--- config.mk ---
export PLATFORM = sky130hd
export DESIGN_NAME = framebuffer_draw_engine_core
export DESIGN_NICKNAME = d
export VERILOG_FILES = /design/src/rtl/core/fde_pkg.sv /design/src/rtl/core/fde_mul.sv /design/src/rtl/core/fde_outreg.sv /design/src/rtl/core/framebuffer_draw_engine_core.sv
export SDC_FILE = /design/constraint.sdc
export NUM_CORES = 1
export LEC_CHECK = 0
export ABC_CLOCK_PERIOD_IN_PS = 7230
export BUFFER_PORTS_ARGS = -buffer_cell sky130_fd_sc_hd__buf_4
export CAP_MARGIN = 20
export CORE_MARGIN = 3
export CORE_UTILIZATION = 59
export CTS_CLUSTER_SIZE = 28
export DETAILED_ROUTE_END_ITERATION = 7
export PLACE_DENSITY_LB_ADDON = 0.3
export SYNTH_ARGS = -nofsm -noshare
export SYNTH_HDL_FRONTEND = slang
export SYNTH_SLANG_ARGS = --single-unit
--- constraint.sdc ---
create_clock -name i_clk -period 7.23 [get_ports i_clk]
set_input_delay 0.723 -clock i_clk [delete_from_list [all_inputs] [get_ports i_clk]]
set_output_delay 0.723 -clock i_clk [all_outputs]
set_load 0.02 [all_outputs]
--- src/rtl/core/fde_pkg.sv ---
`timescale 1ns / 1ps
// ----------------------------------------------------------------------------
// fde_pkg
// Shared types, widths, command codes and helpers of the draw engine core.
// ----------------------------------------------------------------------------
package fde_pkg;

    // field and datapath widths
    localparam int COORD_W   = 12;
    localparam int DIM_W     = 13;
    localparam int ROW_W     = 32;
    localparam int PIX_W     = 32;
    localparam int ADDR_W    = 40;
    localparam int STEP_W    = 24;
    localparam int IDX_W     = 26;
    localparam int FUNC_W    = 3;
    localparam int GW_W      = 3;
    localparam int CFG_IDX_W = 2;
    localparam int CFG_DAT_W = 40;

    // serial multiplier: one multiplier bit per cycle
    localparam int MUL_STEPS = DIM_W;
    localparam int MUL_CNT_W = $clog2(MUL_STEPS + 1);

    // resolution limits
    localparam logic [DIM_W-1:0] MAX_DIM = DIM_W'(1 << COORD_W);

    // command codes
    localparam logic [FUNC_W-1:0] FUNC_GLYPH_START = 3'd0;
    localparam logic [FUNC_W-1:0] FUNC_GLYPH_ROW   = 3'd1;
    localparam logic [FUNC_W-1:0] FUNC_RECT_START  = 3'd2;
    localparam logic [FUNC_W-1:0] FUNC_CLEAR_START = 3'd3;
    localparam logic [FUNC_W-1:0] FUNC_STEP        = 3'd4;

    // register indexes
    localparam logic [CFG_IDX_W-1:0] CFG_LINE_PIXELS  = 2'd0;
    localparam logic [CFG_IDX_W-1:0] CFG_SCREEN_LINES = 2'd1;
    localparam logic [CFG_IDX_W-1:0] CFG_FRAME_BASE   = 2'd2;

    // rectangle phases
    localparam logic [1:0] PH_EDGES_H = 2'd0;
    localparam logic [1:0] PH_EDGES_V = 2'd1;
    localparam logic [1:0] PH_CORNER  = 2'd2;

    typedef enum logic [1:0] {
        MODE_IDLE,
        MODE_GLYPH,
        MODE_RECT,
        MODE_CLEAR
    } t_mode;

    typedef enum logic [2:0] {
        ST_IDLE,
        ST_MUL,
        ST_SCAN,
        ST_EMIT
    } t_state;

    typedef enum logic [1:0] {
        JOB_GLYPH,
        JOB_RECT,
        JOB_CLEAR
    } t_job;

    typedef struct packed {
        logic [FUNC_W-1:0]  func;
        logic [COORD_W-1:0] pos_x;
        logic [COORD_W-1:0] pos_y;
        logic [COORD_W-1:0] rect_length;
        logic [COORD_W-1:0] rect_height;
        logic [GW_W-1:0]    glyph_bytes;
        logic [PIX_W-1:0]   ink;
        logic [ROW_W-1:0]   row_bits;
    } t_request;

    typedef struct packed {
        logic [ADDR_W-1:0] write_address;
        logic [PIX_W-1:0]  pixel_value;
        logic              last;
    } t_result;

    // resolution register clamped to 1..4096
    function automatic logic [DIM_W-1:0] eff_dim(input logic [DIM_W-1:0] v);
        logic [DIM_W-1:0] r;
        if (v == '0) begin
            r = DIM_W'(1);
        end else if (v > MAX_DIM) begin
            r = MAX_DIM;
        end else begin
            r = v;
        end
        return r;
    endfunction

    // glyph width clamped to 1..4 bytes
    function automatic logic [GW_W-1:0] clamp_width(input logic [GW_W-1:0] gb);
        logic [GW_W-1:0] r;
        if (gb == '0) begin
            r = GW_W'(1);
        end else if (gb > GW_W'(4)) begin
            r = GW_W'(4);
        end else begin
            r = gb;
        end
        return r;
    endfunction

    // bits of a row bitmap that lie inside the glyph width, from the top
    function automatic logic [ROW_W-1:0] glyph_mask(input logic [GW_W-1:0] w);
        logic [ROW_W-1:0] ones;
        int               nb;
        ones = '1;
        nb   = int'(w) * 8;
        if (nb > ROW_W) begin
            nb = ROW_W;
        end
        return ~(ones >> nb);
    endfunction

endpackage

--- src/rtl/core/fde_mul.sv ---
`timescale 1ns / 1ps
// ----------------------------------------------------------------------------
// fde_mul
// Serial shift-add multiplier: line * pitch + column, one multiplier bit
// per cycle, MSB first, then a final step adds the column.
// ----------------------------------------------------------------------------
module fde_mul (
    input  logic                      i_clk,
    input  logic                      i_rst_n,
    input  logic                      i_start,
    input  logic [fde_pkg::DIM_W-1:0] i_mult,
    input  logic [fde_pkg::DIM_W-1:0] i_mcand,
    input  logic [fde_pkg::DIM_W-1:0] i_addend,
    output logic                      o_done,
    output logic [fde_pkg::IDX_W-1:0] o_prod
);
    import fde_pkg::*;

    logic                 r_busy, n_busy;
    logic                 r_done, n_done;
    logic [MUL_CNT_W-1:0] r_cnt, n_cnt;
    logic [DIM_W-1:0]     r_mult, n_mult;
    logic [DIM_W-1:0]     r_mcand, n_mcand;
    logic [DIM_W-1:0]     r_addend, n_addend;
    logic [IDX_W-1:0]     r_acc, n_acc;

    // one bit of the multiplier per cycle
    always_comb begin
        n_busy   = r_busy;
        n_done   = 1'b0;
        n_cnt    = r_cnt;
        n_mult   = r_mult;
        n_mcand  = r_mcand;
        n_addend = r_addend;
        n_acc    = r_acc;
        if (i_start) begin
            n_busy   = 1'b1;
            n_cnt    = '0;
            n_mult   = i_mult;
            n_mcand  = i_mcand;
            n_addend = i_addend;
            n_acc    = '0;
        end else if (r_busy) begin
            if (r_cnt != MUL_CNT_W'(MUL_STEPS)) begin
                n_acc  = {r_acc[IDX_W-2:0], 1'b0}
                       + (r_mult[DIM_W-1] ? IDX_W'(r_mcand) : '0);
                n_mult = {r_mult[DIM_W-2:0], 1'b0};
                n_cnt  = r_cnt + 1'b1;
            end else begin
                n_acc  = r_acc + IDX_W'(r_addend);
                n_busy = 1'b0;
                n_done = 1'b1;
            end
        end
    end

    always_ff @(posedge i_clk) begin
        if (!i_rst_n) begin
            r_busy <= 1'b0;
            r_done <= 1'b0;
            r_cnt  <= '0;
        end else begin
            r_busy <= n_busy;
            r_done <= n_done;
            r_cnt  <= n_cnt;
        end
        r_mult   <= n_mult;
        r_mcand  <= n_mcand;
        r_addend <= n_addend;
        r_acc    <= n_acc;
    end

    assign o_done = r_done;
    assign o_prod = r_acc;

endmodule

--- src/rtl/core/fde_outreg.sv ---
`timescale 1ns / 1ps
// ----------------------------------------------------------------------------
// fde_outreg
// Output holding register for pixel writes; frees when the sink takes it.
// ----------------------------------------------------------------------------
module fde_outreg (
    input  logic              i_clk,
    input  logic              i_rst_n,
    input  logic              i_load,
    input  fde_pkg::t_result  i_data,
    output logic              o_free,
    output logic              o_valid,
    input  logic              i_ready,
    output fde_pkg::t_result  o_data
);
    import fde_pkg::*;

    logic    r_valid, n_valid;
    t_result r_data, n_data;

    assign o_free = !r_valid || i_ready;

    // load when free, drop when the request is taken
    always_comb begin
        n_valid = r_valid;
        n_data  = r_data;
        if (i_load) begin
            n_valid = 1'b1;
            n_data  = i_data;
        end else if (r_valid && i_ready) begin
            n_valid = 1'b0;
        end
    end

    always_ff @(posedge i_clk) begin
        if (!i_rst_n) begin
            r_valid <= 1'b0;
        end else begin
            r_valid <= n_valid;
        end
        r_data <= n_data;
    end

    assign o_valid = r_valid;
    assign o_data  = r_data;

endmodule

--- src/rtl/core/framebuffer_draw_engine_core.sv ---
`timescale 1ns / 1ps
// ----------------------------------------------------------------------------
// framebuffer_draw_engine_core
// Monochrome color-expansion drawing engine issuing 32-bit pixel writes.
// ----------------------------------------------------------------------------
// Usage
//   Command requests arrive on i_valid/o_ready with a t_request payload.
//   Pixel write requests leave on o_valid/i_ready with a t_result payload.
//   Registers (line pixels, screen lines, frame base) are written on the
//   i_cfg_valid/o_cfg_ready channel, which is always ready.
// Sequencing
//   Start commands and ignored commands issue nothing and leave the engine
//   ready. Glyph and rectangle addresses go through a serial multiplier
//   that handles one bit of the line number per cycle and then adds the
//   column; the frame base is added into the address register after it.
//   A glyph row then scans its bitmap one column per cycle up to the last
//   set bit, a set bit waiting for a free output register; an empty row
//   issues nothing. A rectangle step issues two writes, the corner one.
//   A clear step writes one zero; the multiplier forms the pixel count.
// Reset and stalls
//   Synchronous active-low reset restores the register defaults and idles
//   the engine with no write pending. A stalled sink holds the output
//   register; the engine waits and takes no new command until it is done.
// ----------------------------------------------------------------------------
module framebuffer_draw_engine_core (
    input  logic                          i_clk,
    input  logic                          i_rst_n,
    input  logic                          i_valid,
    output logic                          o_ready,
    input  fde_pkg::t_request             i_req,
    output logic                          o_valid,
    input  logic                          i_ready,
    output fde_pkg::t_result              o_res,
    input  logic                          i_cfg_valid,
    output logic                          o_cfg_ready,
    input  logic [fde_pkg::CFG_IDX_W-1:0] i_cfg_index,
    input  logic [fde_pkg::CFG_DAT_W-1:0] i_cfg_data
);
    import fde_pkg::*;

    // registers
    logic [DIM_W-1:0]   r_line_pixels, n_line_pixels;
    logic [DIM_W-1:0]   r_screen_lines, n_screen_lines;
    logic [ADDR_W-1:0]  r_frame_base, n_frame_base;

    // drawing state
    t_mode              r_mode, n_mode;
    logic [COORD_W-1:0] r_org_x, n_org_x;
    logic [COORD_W-1:0] r_org_y, n_org_y;
    logic [COORD_W-1:0] r_ext_len, n_ext_len;
    logic [COORD_W-1:0] r_ext_ht, n_ext_ht;
    logic [PIX_W-1:0]   r_colour, n_colour;
    logic [GW_W-1:0]    r_width, n_width;
    logic [COORD_W-1:0] r_row_count, n_row_count;
    logic [STEP_W-1:0]  r_step, n_step;
    logic [1:0]         r_phase, n_phase;

    // sequencer
    t_state             r_state, n_state;
    t_job               r_job, n_job;
    logic [ADDR_W-1:0]  r_addr, n_addr;
    logic [ROW_W-1:0]   r_bits, n_bits;
    logic               r_last, n_last;
    logic               r_second, n_second;
    logic [DIM_W-1:0]   r_bx, n_bx;
    logic [DIM_W-1:0]   r_by, n_by;
    logic [STEP_W-1:0]  r_clr_step, n_clr_step;

    // multiplier and output register hookup
    logic               mul_start;
    logic [DIM_W-1:0]   mul_a;
    logic [DIM_W-1:0]   mul_addend;
    logic               mul_done;
    logic [IDX_W-1:0]   mul_prod;
    logic               out_load;
    t_result            out_data;
    logic               out_free;

    logic               accept;
    logic [DIM_W-1:0]   lp_eff;
    logic [DIM_W-1:0]   ls_eff;

    // rectangle step decode
    logic               len_done, ht_done;
    logic [1:0]         ph1, ph2;
    logic [STEP_W-1:0]  sc1, sc2;
    logic [DIM_W-1:0]   ox, oy, far_x, far_y, step_c;

    assign o_ready     = (r_state == ST_IDLE);
    assign o_cfg_ready = 1'b1;
    assign accept      = i_valid && o_ready;
    assign lp_eff      = eff_dim(r_line_pixels);
    assign ls_eff      = eff_dim(r_screen_lines);

    // skip empty rectangle phases within one step
    always_comb begin
        len_done = (r_phase == PH_EDGES_H) && (r_step >= STEP_W'(r_ext_len));
        ph1      = len_done ? PH_EDGES_V : r_phase;
        sc1      = len_done ? '0 : r_step;
        ht_done  = (ph1 == PH_EDGES_V) && (sc1 >= STEP_W'(r_ext_ht));
        ph2      = ht_done ? PH_CORNER : ph1;
        sc2      = ht_done ? '0 : sc1;
        ox       = DIM_W'(r_org_x);
        oy       = DIM_W'(r_org_y);
        far_x    = ox + DIM_W'(r_ext_len);
        far_y    = oy + DIM_W'(r_ext_ht);
        step_c   = DIM_W'(sc2[COORD_W-1:0]);
    end

    // command decode, sequencer and register writes
    always_comb begin
        n_line_pixels  = r_line_pixels;
        n_screen_lines = r_screen_lines;
        n_frame_base   = r_frame_base;
        n_mode         = r_mode;
        n_org_x        = r_org_x;
        n_org_y        = r_org_y;
        n_ext_len      = r_ext_len;
        n_ext_ht       = r_ext_ht;
        n_colour       = r_colour;
        n_width        = r_width;
        n_row_count    = r_row_count;
        n_step         = r_step;
        n_phase        = r_phase;
        n_state        = r_state;
        n_job          = r_job;
        n_addr         = r_addr;
        n_bits         = r_bits;
        n_last         = r_last;
        n_second       = r_second;
        n_bx           = r_bx;
        n_by           = r_by;
        n_clr_step     = r_clr_step;
        mul_start      = 1'b0;
        mul_a          = '0;
        mul_addend     = '0;
        out_load       = 1'b0;
        out_data       = '{write_address: r_addr, pixel_value: r_colour, last: r_last};

        case (r_state)
            ST_IDLE: begin
                if (accept) begin
                    case (i_req.func)
                        FUNC_GLYPH_START: begin
                            n_org_x     = i_req.pos_x;
                            n_org_y     = i_req.pos_y;
                            n_colour    = i_req.ink;
                            n_width     = clamp_width(i_req.glyph_bytes);
                            n_row_count = '0;
                            n_mode      = MODE_GLYPH;
                        end
                        FUNC_GLYPH_ROW: begin
                            if (r_mode == MODE_GLYPH) begin
                                n_bits      = i_req.row_bits & glyph_mask(r_width);
                                n_row_count = r_row_count + 1'b1;
                                mul_start   = 1'b1;
                                mul_a       = oy + DIM_W'(r_row_count);
                                mul_addend  = ox;
                                n_job       = JOB_GLYPH;
                                n_state     = ST_MUL;
                            end
                        end
                        FUNC_RECT_START: begin
                            n_org_x   = i_req.pos_x;
                            n_org_y   = i_req.pos_y;
                            n_ext_len = i_req.rect_length;
                            n_ext_ht  = i_req.rect_height;
                            n_colour  = i_req.ink;
                            n_phase   = PH_EDGES_H;
                            n_step    = '0;
                            n_mode    = MODE_RECT;
                        end
                        FUNC_CLEAR_START: begin
                            n_step = '0;
                            n_mode = MODE_CLEAR;
                        end
                        FUNC_STEP: begin
                            if (r_mode == MODE_RECT) begin
                                mul_start = 1'b1;
                                n_job     = JOB_RECT;
                                n_state   = ST_MUL;
                                if (ph2 == PH_EDGES_H) begin
                                    mul_a      = oy;
                                    mul_addend = ox + step_c;
                                    n_bx       = ox + step_c;
                                    n_by       = far_y;
                                    n_second   = 1'b1;
                                    n_last     = 1'b0;
                                    n_phase    = ph2;
                                    n_step     = sc2 + 1'b1;
                                end else if (ph2 == PH_EDGES_V) begin
                                    mul_a      = oy + step_c;
                                    mul_addend = ox;
                                    n_bx       = far_x;
                                    n_by       = oy + step_c;
                                    n_second   = 1'b1;
                                    n_last     = 1'b0;
                                    n_phase    = ph2;
                                    n_step     = sc2 + 1'b1;
                                end else begin
                                    // far corner closes the outline
                                    mul_a      = far_y;
                                    mul_addend = far_x;
                                    n_second   = 1'b0;
                                    n_last     = 1'b1;
                                    n_phase    = PH_EDGES_H;
                                    n_step     = '0;
                                    n_mode     = MODE_IDLE;
                                end
                            end else if (r_mode == MODE_CLEAR) begin
                                n_addr     = r_frame_base
                                           + ADDR_W'({r_step, 2'b00});
                                n_clr_step = r_step;
                                n_second   = 1'b0;
                                mul_start  = 1'b1;
                                mul_a      = ls_eff;
                                mul_addend = '0;
                                n_job      = JOB_CLEAR;
                                n_state    = ST_MUL;
                            end
                        end
                        default: begin
                        end
                    endcase
                end
            end

            ST_MUL: begin
                if (mul_done) begin
                    if (r_job == JOB_CLEAR) begin
                        // product is the pixel count of the screen
                        n_last = (IDX_W'(r_clr_step) + 1'b1) >= mul_prod;
                        if (n_last) begin
                            n_step = '0;
                            n_mode = MODE_IDLE;
                        end else begin
                            n_step = r_clr_step + 1'b1;
                        end
                        n_state = ST_EMIT;
                    end else begin
                        n_addr  = r_frame_base + ADDR_W'({mul_prod, 2'b00});
                        n_state = (r_job == JOB_GLYPH) ? ST_SCAN : ST_EMIT;
                    end
                end
            end

            ST_SCAN: begin
                // one bitmap bit per cycle, leftmost first; a set bit waits for a free output register
                if (r_bits == '0) begin
                    n_state = ST_IDLE;
                end else if (!r_bits[ROW_W-1] || out_free) begin
                    if (r_bits[ROW_W-1]) begin
                        out_load = 1'b1;
                        out_data = '{write_address: r_addr, pixel_value: r_colour,
                                     last: (r_bits[ROW_W-2:0] == '0)};
                    end
                    n_bits = {r_bits[ROW_W-2:0], 1'b0};
                    n_addr = r_addr + ADDR_W'(4);
                end
            end

            ST_EMIT: begin
                if (out_free) begin
                    out_load = 1'b1;
                    out_data = '{write_address: r_addr,
                                 pixel_value: (r_job == JOB_CLEAR) ? '0 : r_colour,
                                 last: r_last};
                    if (r_second) begin
                        mul_start  = 1'b1;
                        mul_a      = r_by;
                        mul_addend = r_bx;
                        n_second   = 1'b0;
                        n_state    = ST_MUL;
                    end else begin
                        n_state = ST_IDLE;
                    end
                end
            end

            default: begin
                n_state = ST_IDLE;
            end
        endcase

        // register writes
        if (i_cfg_valid) begin
            case (i_cfg_index)
                CFG_LINE_PIXELS:  n_line_pixels  = i_cfg_data[DIM_W-1:0];
                CFG_SCREEN_LINES: n_screen_lines = i_cfg_data[DIM_W-1:0];
                CFG_FRAME_BASE:   n_frame_base   = i_cfg_data[ADDR_W-1:0];
                default: begin
                end
            endcase
        end
    end

    always_ff @(posedge i_clk) begin
        if (!i_rst_n) begin
            r_line_pixels  <= DIM_W'(1024);
            r_screen_lines <= DIM_W'(768);
            r_frame_base   <= '0;
            r_mode         <= MODE_IDLE;
            r_org_x        <= '0;
            r_org_y        <= '0;
            r_ext_len      <= '0;
            r_ext_ht       <= '0;
            r_colour       <= '0;
            r_width        <= GW_W'(1);
            r_row_count    <= '0;
            r_step         <= '0;
            r_phase        <= PH_EDGES_H;
            r_state        <= ST_IDLE;
            r_second       <= 1'b0;
        end else begin
            r_line_pixels  <= n_line_pixels;
            r_screen_lines <= n_screen_lines;
            r_frame_base   <= n_frame_base;
            r_mode         <= n_mode;
            r_org_x        <= n_org_x;
            r_org_y        <= n_org_y;
            r_ext_len      <= n_ext_len;
            r_ext_ht       <= n_ext_ht;
            r_colour       <= n_colour;
            r_width        <= n_width;
            r_row_count    <= n_row_count;
            r_step         <= n_step;
            r_phase        <= n_phase;
            r_state        <= n_state;
            r_second       <= n_second;
        end
        r_job      <= n_job;
        r_addr     <= n_addr;
        r_bits     <= n_bits;
        r_last     <= n_last;
        r_bx       <= n_bx;
        r_by       <= n_by;
        r_clr_step <= n_clr_step;
    end

    // line * pitch + column
    fde_mul u_mul (
        .i_clk    (i_clk),
        .i_rst_n  (i_rst_n),
        .i_start  (mul_start),
        .i_mult   (mul_a),
        .i_mcand  (lp_eff),
        .i_addend (mul_addend),
        .o_done   (mul_done),
        .o_prod   (mul_prod)
    );

    // write request register
    fde_outreg u_outreg (
        .i_clk   (i_clk),
        .i_rst_n (i_rst_n),
        .i_load  (out_load),
        .i_data  (out_data),
        .o_free  (out_free),
        .o_valid (o_valid),
        .i_ready (i_ready),
        .o_data  (o_res)
    );

endmodule

---- After elaboration in Yosys (flattened, before gate mapping) ----
Index checks and enable logic that the tools add are counted.
Widths: inputs -> output; s select.
word-level totals
  register bits ........................... 463
  word-level logic and storage cells ...... 298
operators by class
  add/sub/neg operators ................... 15
  order comparisons ....................... 7
  equality and inequality tests ........... 43
  shift-type cells ........................ 1
  muxes and demuxes ....................... 138
  bitwise logic cells ..................... 5
  reductions and logical operators ........ 55
operators with widths
  kind                    number
  $mux 13                 25
  $mux 32                 10
  $mux 40                 8
  $mux 24                 9
  $pmux 40 s3             1
  $pmux 13 s2             4
  $pmux 24 s2             2
  $pmux 33 s2             1
  $add 12x12->13          5
  $pmux 32 s2             1
  $add 24x1->24 const B   2
  $ge 24x12->1            2
  $add 40x26->40          1
  $add 40x28->40          1
  $add 40x3->40 const B   1
  $mux 1                  36
  $mux 33                 1
  $and 32x32->32          1
  $logic_not 32->1        1
  $not 32->32             1
  $shr 32x32->32 const A  1
  $logic_not 31->1        1
  $mux 2                  15
  $mux 3                  9
  other kinds (48)        125

---- Depth between registers and ports, before layout ----
Gate-level depths: netlist (run 1).
  depth after elaboration ................. 14
  gate-level depth with buffers ........... 28
  depth with buffers taken out ............ 27

---- By module ----
A second synthesis (run 1) with hierarchy kept.
second synthesis, totals
  cells, all modules ...................... 2982
  area, all modules ....................... 27208.6 um2
modules (own cells, without submodules)
  module                        times used  cells an instance  area an instance (um2)  seq. area each (um2)
  framebuffer_draw_engine_core  1           2460               20692.3                 7597.3
  fde_mul                       1           445                4275.4                  1811.7
  fde_outreg                    1           77                 2240.9                  2212.1

---- Worst setup path before layout (run 1) ----
Ideal clock, no wire load.
  kind .................................... flip-flop to flip-flop
  start point ............................. reg r_ext_len[9]
  end point ............................... reg u_mul.r_mult[12], data pin
  setup time .............................. 0.270 ns
  arrival time ............................ 5.226 ns
  data required time ...................... 6.960 ns
  setup slack ............................. 1.734 ns
  stages on the path, launching flop included .. 26
  path buffers ............................ 2
  period minus slack after synthesis ...... 5.496 ns
  cells stage by stage .................... dfxtp_1 > inv_1 > ha_1 > nand4_1 > a2111o_1 > o22ai_1 > o21ai_2 > clkbuf_1 > and2_1 > ha_1 > nand4_1 > or3_1 > o211ai_1 > nand2_1 > a31o_2 > clkbuf_1 > and2_1 > ha_1 > or3_1 > o21ai_0 > a211oi_1 > o31a_1 > o21ai_0 > nand3_1 > a31oi_1 > o31ai_1
on the way
  cells in the longest elaborated chain, start to end .. 14
RTL lines
  element                                              RTL line                                                                  text
  start, declared                                      framebuffer_draw_engine_core.sv:50                                        logic [COORD_W-1:0] r_ext_len, n_ext_len;
  start signal, assigned                               framebuffer_draw_engine_core.sv:321                                       r_ext_len <= n_ext_len;
  $ge 24x12->1 (*)                                     framebuffer_draw_engine_core.sv:97                                        len_done = (r_phase == PH_EDGES_H) && (r_step >= STEP_W'(r_ext_len));
  $logic_and 1x1->1 (*)                                framebuffer_draw_engine_core.sv:97
  $mux 24 / $mux 2 (equally long branches)             framebuffer_draw_engine_core.sv:99, framebuffer_draw_engine_core.sv:98
  $ge 24x12->1 / $eq 2x1->1 (equally long branches)    framebuffer_draw_engine_core.sv:100                                       ht_done = (ph1 == PH_EDGES_V) && (sc1 >= STEP_W'(r_ext_ht));
  $logic_and 1x1->1                                    framebuffer_draw_engine_core.sv:100
  $mux 24 / $mux 2 (equally long branches)             framebuffer_draw_engine_core.sv:102, framebuffer_draw_engine_core.sv:101
  $add 12x12->13 / $eq 2x1->1 (equally long branches)  framebuffer_draw_engine_core.sv:192, framebuffer_draw_engine_core.sv:191
  $mux 13                                              framebuffer_draw_engine_core.sv:191                                       end else if (ph2 == PH_EDGES_V) begin
  $mux 13 (*)                                          framebuffer_draw_engine_core.sv:182                                       if (ph2 == PH_EDGES_H) begin
  $mux 13 (*)                                          framebuffer_draw_engine_core.sv:178                                       if (r_mode == MODE_RECT) begin
  $pmux 13 s2 (*)                                      framebuffer_draw_engine_core.sv:143                                       case (i_req.func)
  $mux 13 (*)                                          framebuffer_draw_engine_core.sv:142                                       if (accept) begin
  $pmux 13 s2 (*)                                      framebuffer_draw_engine_core.sv:140                                       case (r_state)
  $mux 13 (*)                                          fde_mul.sv:36                                                             if (i_start) begin
  via u_mul.n_mult[12]                                 fde_mul.sv:22                                                             logic [DIM_W-1:0] r_mult, n_mult;
  end signal, assigned                                 fde_mul.sv:67                                                             r_mult <= n_mult;
  end, declared                                        fde_mul.sv:22
The timed path passes the listed nets; every way through them passes the cells marked *.
A chain may end at the register's enable or synchronous reset.

---- Final worst setup path (run 1) ----
  start point ............................. reg r_step[0]
  end point ............................... reg u_mul.r_mult[10], data pin
on the way
  cells in the longest elaborated chain, start to end .. 14
RTL lines
  element                                              RTL line                                                                  text
  start, declared                                      framebuffer_draw_engine_core.sv:55                                        logic [STEP_W-1:0] r_step, n_step;
  start signal, assigned                               framebuffer_draw_engine_core.sv:326                                       r_step <= n_step;
  $ge 24x12->1                                         framebuffer_draw_engine_core.sv:97
  $logic_and 1x1->1                                    framebuffer_draw_engine_core.sv:97
  $mux 24 / $mux 2 (equally long branches)             framebuffer_draw_engine_core.sv:99, framebuffer_draw_engine_core.sv:98
  $ge 24x12->1 / $eq 2x1->1 (equally long branches)    framebuffer_draw_engine_core.sv:100
  $logic_and 1x1->1                                    framebuffer_draw_engine_core.sv:100
  $mux 24 / $mux 2 (equally long branches)             framebuffer_draw_engine_core.sv:102, framebuffer_draw_engine_core.sv:101
  $add 12x12->13 / $eq 2x1->1 (equally long branches)  framebuffer_draw_engine_core.sv:192, framebuffer_draw_engine_core.sv:191
  $mux 13                                              framebuffer_draw_engine_core.sv:191
  $mux 13 (*)                                          framebuffer_draw_engine_core.sv:182
  $mux 13 (*)                                          framebuffer_draw_engine_core.sv:178
  $pmux 13 s2 (*)                                      framebuffer_draw_engine_core.sv:143
  $mux 13 (*)                                          framebuffer_draw_engine_core.sv:142
  $pmux 13 s2 (*)                                      framebuffer_draw_engine_core.sv:140
  $mux 13 (*)                                          fde_mul.sv:36
  via u_mul.n_mult[10]                                 fde_mul.sv:22
Marks and branches as above.

==> results of run 1 <==
per-layer routing:
metal | share of wire (%) | track usage [%] | vias up
met1 | 40 | 43.0 | 11500
met5 | 0.014 | 0 | -
met3 | 8.1 | 6.15 | 274
met2 | 47 | 57.2 | 1126
li1 | - | - | 11400
met4 | 4.9 | 16.4 | 2
area by class of cell:
class                           count  area (µm²)
Multi-Input combinational cell   2336       14700
Fill cell                        3536       13600
Sequential cell                   462       11600
Timing Repair Buffer              281        2140
Clock buffer                       67        1420
Tap cell                          592         741
Inverter                           97         367
Clock inverter                     25         342
Antenna cell                        1        2.50
cell usage in the layout, fill, tap and decap left out, types with 71 or more instances in the layout:
cell type	netlist	final
a21oi_1	297	297
and2_1	71	71
buf_4	2	279
dfxtp_1	225	225
edfxtp_1	237	237
ha_1	171	170
inv_1	95	95
nand2_1	534	534
nand3_1	87	87
nor2_1	173	169
o21ai_0	154	154
xnor2_1	115	115
final timing paths:
check	startpoint	slack, ps	to	cells after the start
max	r_step[0]$_SDFFE_PN0P_	690	u_mul.r_mult[10]$_DFFE_PP_	23
max reg2reg	r_step[0]$_SDFFE_PN0P_	690	u_mul.r_mult[10]$_DFFE_PP_	23
min	i_req[76]	360	r_ext_ht[9]$_SDFFE_PN0P_	3
min reg2reg	r_addr[0]$_DFFE_PP_	430	u_outreg.o_data[33]$_DFFE_PP_	0
metrics by stage:
stage	instances	area, µm²	worst slack, ps
floorplan	3045	27200	1730
global placement	3766	29500	964
detailed placement	3766	29500	784
CTS	3858	31200	762
global route	3860	31300	7.10
finish	3861	31300	689
cell families (layout without fill, tap and decap cells):
group / Yosys count / after routing / synth area share, %
compound gates: 792 / 792 / 18.4
xor+xnor: 168 / 168 / 5.42
fa+ha+maj: 179 / 179 / 8.46
buf+inv: 247 / 470 / 3.54
flops: 462 / 462 / 42.8
mux: 45 / 45 / 1.78
other cells: 1 / 2 / 0.0138
simple gates: 1151 / 1151 / 19.6
sequential cells by signal, indices dropped and copies added, names as in the netlist, 3 cells and up:
| signal | count |
|---|---|
| r_clr_step | 24 |
| u_outreg.o_data | 73 |
| r_org_y | 12 |
| u_mul.r_addend | 13 |
| r_org_x | 12 |
| r_screen_lines | 13 |
| r_ext_len | 12 |
| u_mul.r_mult | 13 |
| r_width | 3 |
| r_ext_ht | 12 |
| r_frame_base | 40 |
| r_by | 13 |
| r_step | 24 |
| r_colour | 32 |
| r_bits | 32 |
| r_line_pixels | 13 |
| u_mul.r_mcand | 13 |
| u_mul.o_prod | 26 |
| r_bx | 13 |
| r_row_count | 12 |
| u_mul.r_cnt | 4 |
| r_addr | 40 |
power by group through the flow:
stage	clock network, mW	logic [mW]	registers (mW)
after floorplan	0	1.10	3.05
after global placement	0	1.51	3.13
after detailed placement	0	1.56	3.13
after CTS	2.76	1.57	3.08
after global routing	2.87	1.75	3.10
final	2.74	1.60	3.09
worst max-delay path, stage by stage (launching register included):
cell and delay (ps):
dfxtp_1 440, inv_1 130, ha_1 280, nand2b_1 140, a2111oi_0 550, o22ai_1 330
o21ai_2 230, buf_4 230, and2_1 150, ha_1 220, a2111oi_0 440, o211ai_1 210
a21boi_0 250, nand2b_1 210, nor2b_1 430, ha_1 360, nor2b_1 180, o31ai_1 360
a211oi_1 200, o31a_1 340, nor2_1 140, nand3_1 90, a31o_2 260, a41oi_1 200
==> reports/results.ini, run 1 <==
[worst_setup_path]
start_kind = flip-flop
worstSetupPathType = reg2reg
cp.arrival_ps = 6980
worstPathRequired_ps = 7670
endpoint_kind = flip-flop
path_max_fanout = 18

[power_and_ir_drop]
swShare_pct = 31.0
power_switching_mw = 2.30
p_leak_nw = 12.2
internal_power_mw = 5.13
finalPower_mw = 7.43
power.clock.fraction_pct = 36.9
cellPowerDensity_nw_per_um2 = 238
ir_drop_uv = 177
power.share.combinational_pct = 21.6
pwr-share-seq_pct = 41.5

[placement]
gp_congestion = 0.970
dpl.hpwl_um = 61600
place.port_buffers = 239

[timing]
final-setup-viol-count = 0
relSlewSlack_pct = 33.9
fin_crit_ps = 6540
rsz0062_at_grt = no
fin_worst_skew_ps = 25.9
slew_violations = 0
holdWs_ps = 364
max_freq_mhz = 153
finalCritPeriodShare_pct = 90.5
hold_viol = 0
fin_tns_setup_ps = 0
worstMarginPinSlew_ps = 983

[cts]
numCtsBuffers = 49
cts_resized = 0
tritoncts = done
root_buffer = clkbuf_16
postCtsHoldBufs = 0
cts_setup_buffers = 0
insertion_delay_ps = 610
clkTransAtPathRegs_ps = 70
cts_sinks = 462
htreeDepth = 2
clock_path_buffers = 3

[floorplanning]
ios = 241
die-width_um = 221
coreArea_um2 = 44900
die_area_um2 = 48700
initial_core_util_pct = 60.5
die-height_um = 221
fp-row-count = 77

[yosys]
ys_top_cells_by_area = edfxtp_1 (26%), dfxtp_1 (17%), ha_1 (7.9%), nand2_1 (7.4%), a21oi_1 (5.5%)
syn_area_per_cell_um2 = 8.92
synth_top_area_cell = edfxtp_1
yosysUniqueCellTypes = 83
synth_edf_count = 237
synth_area_um2 = 27200
synth_top_area_share_pct = 26.2
synth_flop_cell = edfxtp_1
post-synth-top-count-cell = nand2_1
syn_inst = 3045
synth_nets = 3389
yosys_warnings = 0
synth-seq-cells = 462
synthTopCellsByCount = nand2_1 (534), a21oi_1 (297), edfxtp_1 (237)
async_reset_ff_share_pct = 0
ys_seq_area_share_pct = 42.8

[finish]
area_delta_synth_final_pct = 15.2
nNetsFinal = 3571
drive_gt1_share_pct = 13.1
fin_util_pct = 69.7

[routing]
drc = 0
vias = 24300
via_per_inst = 6.30
wl_per_cell_um = 22.0
drt-initial-drc-count = 2473
drt.antenna.violating_nets = 0
dr.pass1.iters = 6
finalWirelength_um = 84900

[job]
maxCapViolCount = 0

[grt]
grt_pass1_vias = 23700
grt_pass1_wl_um = 130000
grt_max_degree = 106
grt_antenna_before_repair = 1
groute.usage.overall_pct = 34.2
grt_overflow = 0

[run_status]
status = completed

[min_path]
timing.hold.worst.class = in2reg

(Power assumes the default switching activity.)
==> run 2, diff against run 1 <==
Settings changed: ABC_AREA from default to 1, CELL_PAD_IN_SITES_DETAIL_PLACEMENT from default to 0, CELL_PAD_IN_SITES_GLOBAL_PLACEMENT from default to 2, CORE_UTILIZATION 59 to 36, SLEW_MARGIN from default to 20.
==> run 2 against run 1 <==
Effect of this change:
- clock skew decreased by 5.3 ps
- final cell count increased by 25%
- sequential power increased by 15%
- power increased by 35%
- die area increased by 64%
- utilization decreased by 27 points
- synthesized area increased by 1.6%
==> reports/results.ini, run 2 <==
[run_status]
status = completed  ; unchanged

[grt]
met3_usage_pct = 3.13  ; was 6.15%
grt_pass1_wl_um = 141000  ; was 130000 µm
grt-busiest-layer = met2  ; unchanged
grt_pass1_vias = 23500  ; was 23700
grt_antenna_before_repair = 5  ; was 1
grt_overflow = 0  ; unchanged
grt_use_met2_pct = 37.9  ; was 57.2%
use_met1_pct = 31.1  ; was 43.0%
grt_max_degree = 81  ; was 106
groute.usage.overall_pct = 22.9  ; was 34.2%

[yosys]
ys_seq_area_share_pct = 42.1  ; was 42.8%
syn_inst = 3567  ; was 3045
synth_area_um2 = 27600  ; was 27200 µm²
synth-seq-cells = 462  ; unchanged
synth_flop_cell = edfxtp_1  ; unchanged
ys_top_cells_by_area = edfxtp_1 (26%), dfxtp_1 (16%), nand2_1 (9.0%), ha_1 (7.8%), a21oi_1 (6.8%)  ; was edfxtp_1 (26%), dfxtp_1 (17%), ha_1 (7.9%), nand2_1 (7.4%), a21oi_1 (5.5%)
async_reset_ff_share_pct = 0  ; unchanged
synth_edf_count = 237  ; unchanged
synthTopCellsByCount = nand2_1 (660), inv_1 (450), a21oi_1 (377)  ; was nand2_1 (534), a21oi_1 (297), edfxtp_1 (237)
synth_nets = 3911  ; was 3389
synth_top_area_share_pct = 25.8  ; was 26.2%
synth_top_area_cell = edfxtp_1  ; unchanged
post-synth-top-count-cell = nand2_1  ; unchanged
syn_area_per_cell_um2 = 7.74  ; was 8.92 µm²
yosys_warnings = 0  ; unchanged
yosysUniqueCellTypes = 64  ; was 83

[power_and_ir_drop]
power_switching_mw = 3.90  ; was 2.30 mW
ir_drop_uv = 161  ; was 177 µV
cellPowerDensity_nw_per_um2 = 310  ; was 238 nW/µm²
power.clock.fraction_pct = 30.7  ; was 36.9%
swShare_pct = 38.8  ; was 31.0%
power.share.combinational_pct = 34.0  ; was 21.6%
p_leak_nw = 13.7  ; was 12.2 nW
pwr-share-seq_pct = 35.3  ; was 41.5%
internal_power_mw = 6.16  ; was 5.13 mW

[timing]
rsz0062_at_grt = no  ; unchanged
max_freq_mhz = 166  ; was 153 MHz
slew_violations = 0  ; unchanged
worstMarginPinSlew_ps = 1110  ; was 983 ps
holdWs_ps = 341  ; was 364 ps
finalCritPeriodShare_pct = 83.4  ; was 90.5%
fin_tns_setup_ps = 0  ; unchanged
fin_crit_ps = 6030  ; was 6540 ps
fin_worst_skew_ps = 20.6  ; was 25.9 ps
hold_viol = 0  ; unchanged
relSlewSlack_pct = 25.6  ; was 33.9%
final-setup-viol-count = 0  ; unchanged

[worst_setup_path]
cp.arrival_ps = 6370  ; was 6980 ps
path_max_fanout = 25  ; was 18
max_stage_delay_ps = 480  ; was 550 ps
start_kind = flip-flop  ; unchanged
worst_path_most_repeated_cell = nand2_1  ; was ha_1
worstPathRequired_ps = 7570  ; was 7670 ps
worstSetupPathType = reg2reg  ; unchanged
endpoint_kind = flip-flop  ; unchanged
critPathSlowestCell = nand2_2  ; was a2111oi_0

[cts]
cts_resized = 0  ; unchanged
numCtsBuffers = 55  ; was 49
cts_setup_buffers = 0  ; unchanged
clkTransAtPathRegs_ps = 70  ; about the same
root_buffer = clkbuf_16  ; unchanged
clock_path_buffers = 3  ; unchanged
tritoncts = done  ; unchanged
htreeDepth = 2  ; unchanged
insertion_delay_ps = 630  ; was 610 ps
postCtsHoldBufs = 0  ; unchanged
cts_sinks = 462  ; unchanged

[placement]
dp.cells = 4727  ; was 3766
dpl.hpwl_um = 70700  ; was 61600 µm
gp_congestion = 0.894  ; was 0.970
place.port_buffers = 239  ; unchanged

[routing]
via_per_inst = 5.05  ; was 6.30
drc = 0  ; unchanged
wl_per_cell_um = 19.3  ; was 22.0 µm
finalWirelength_um = 93100  ; was 84900 µm
vias = 24400  ; was 24300
drt.antenna.violating_nets = 0  ; unchanged
dr.pass1.iters = 5  ; was 6
drt-initial-drc-count = 1767  ; was 2473

[floorplanning]
die-width_um = 283  ; was 221 µm
die_area_um2 = 80000  ; was 48700 µm²
fp-row-count = 100  ; was 77
ios = 241  ; unchanged
initial_core_util_pct = 36.7  ; was 60.5%
coreArea_um2 = 75200  ; was 44900 µm²
die-height_um = 283  ; was 221 µm

[finish]
nNetsFinal = 4108  ; was 3571
final_common_cell = nand2_1  ; unchanged
fill_cells = 7802  ; was 3536
area_delta_synth_final_pct = 17.5  ; was 15.2%
fin_util_pct = 43.1  ; was 69.7%
drive_gt1_share_pct = 12.0  ; was 13.1%
layout_common_cells = nand2_1 (659), inv_1 (450), a21oi_1 (375)  ; was nand2_1 (534), a21oi_1 (297), buf_4 (279)
instances_no_fill = 4833  ; was 3861
largest_register_ffs = 73  ; unchanged

[job]
maxCapViolCount = 0  ; unchanged

[min_path]
timing.hold.worst.class = in2reg  ; unchanged

[run 2: changes by cell type after synthesis, sizes merged, moves of 69 or more]
cell	before	now
xnor2	115	33
nand2	535	672
and2	72	3
nand3	87	181
nor2	174	340
a21oi	297	380
inv	96	470
o21ai	157	387
[run 2: critical path, delay by kind of cell (launching register included)]
family	cells	cell delay, ps
adders and majority gates	3	960
and+or+nand+nor	22	2470
buffers and inverters	4	510
AOI/OAI and AO/OA	10	1440
DFF	1	370
[run 2: final cells by class]
cell class	count	area, µm²	area share, %
Sequential cell	462	11600	35.8
Timing Repair Buffer	263	1980	6.10
Tap cell	1020	1280	3.94
Inverter	475	1780	5.50
Clock buffer	77	1580	4.87
Clock inverter	27	440	1.36
Antenna cell	2	5.00	0.0154
Multi-Input combinational cell	2507	13700	42.4
[run 2: final timing paths]
check / slack (ps) / from / depth (start not counted) / to
worst max-delay path: 1200 / r_ext_len[1]$_SDFFE_PN0P_ / 39 / u_mul.r_addend[12]$_DFFE_PP_
worst min-delay path: 340 / i_cfg_data[9] / 3 / r_screen_lines[9]$_SDFFE_PN1P_
worst max register to register: 1200 / r_ext_len[1]$_SDFFE_PN0P_ / 39 / u_mul.r_addend[12]$_DFFE_PP_
worst min register to register: 440 / r_addr[0]$_DFFE_PP_ / 0 / u_outreg.o_data[33]$_DFFE_PP_
[run 2: metal layers]
metal	share of wire (%)	vias up	wire length (µm)
met4	3.0	4	2760
met1	46	11400	42600
met3	4.8	144	4510
li1	-	12400	-
met5	0.027	-	25
met2	46	514	43100
[run 2: power groups by stage]
stage                     Sequential (mW)  Combinational (mW)  Clock, mW
after detailed placement             3.60                3.43          0
after floorplan                      3.52                2.36          0
after global placement               3.60                3.43          0
after CTS                            3.55                3.44       3.17
final                                3.55                3.42       3.09
after global routing                 3.59                3.85       3.26
[run 2: per-stage QoR]
stage	total power, mW	area [µm²]	setup WS [ps]
after floorplan	5.88	27600	479
after global placement	7.03	30400	1440
after detailed placement	7.03	30400	1300
after CTS	10.2	32400	1290
after global routing	10.7	32400	517
final	10.1	32400	1200
[run 2: cell families (layout without fill, tap and decap cells)]
group,count (synthesis),after routing,synth area share (%)
and+or+nand+nor,1350,1350,21.1
AOI/OAI and AO/OA,869,869,16.7
buffers and inverters,598,842,8.31
DFF,462,462,42.1
adders and majority gates,179,179,8.33
xor gates and xnor gates,103,103,3.27
muxes,5,5,0.181
other,1,3,0.0136
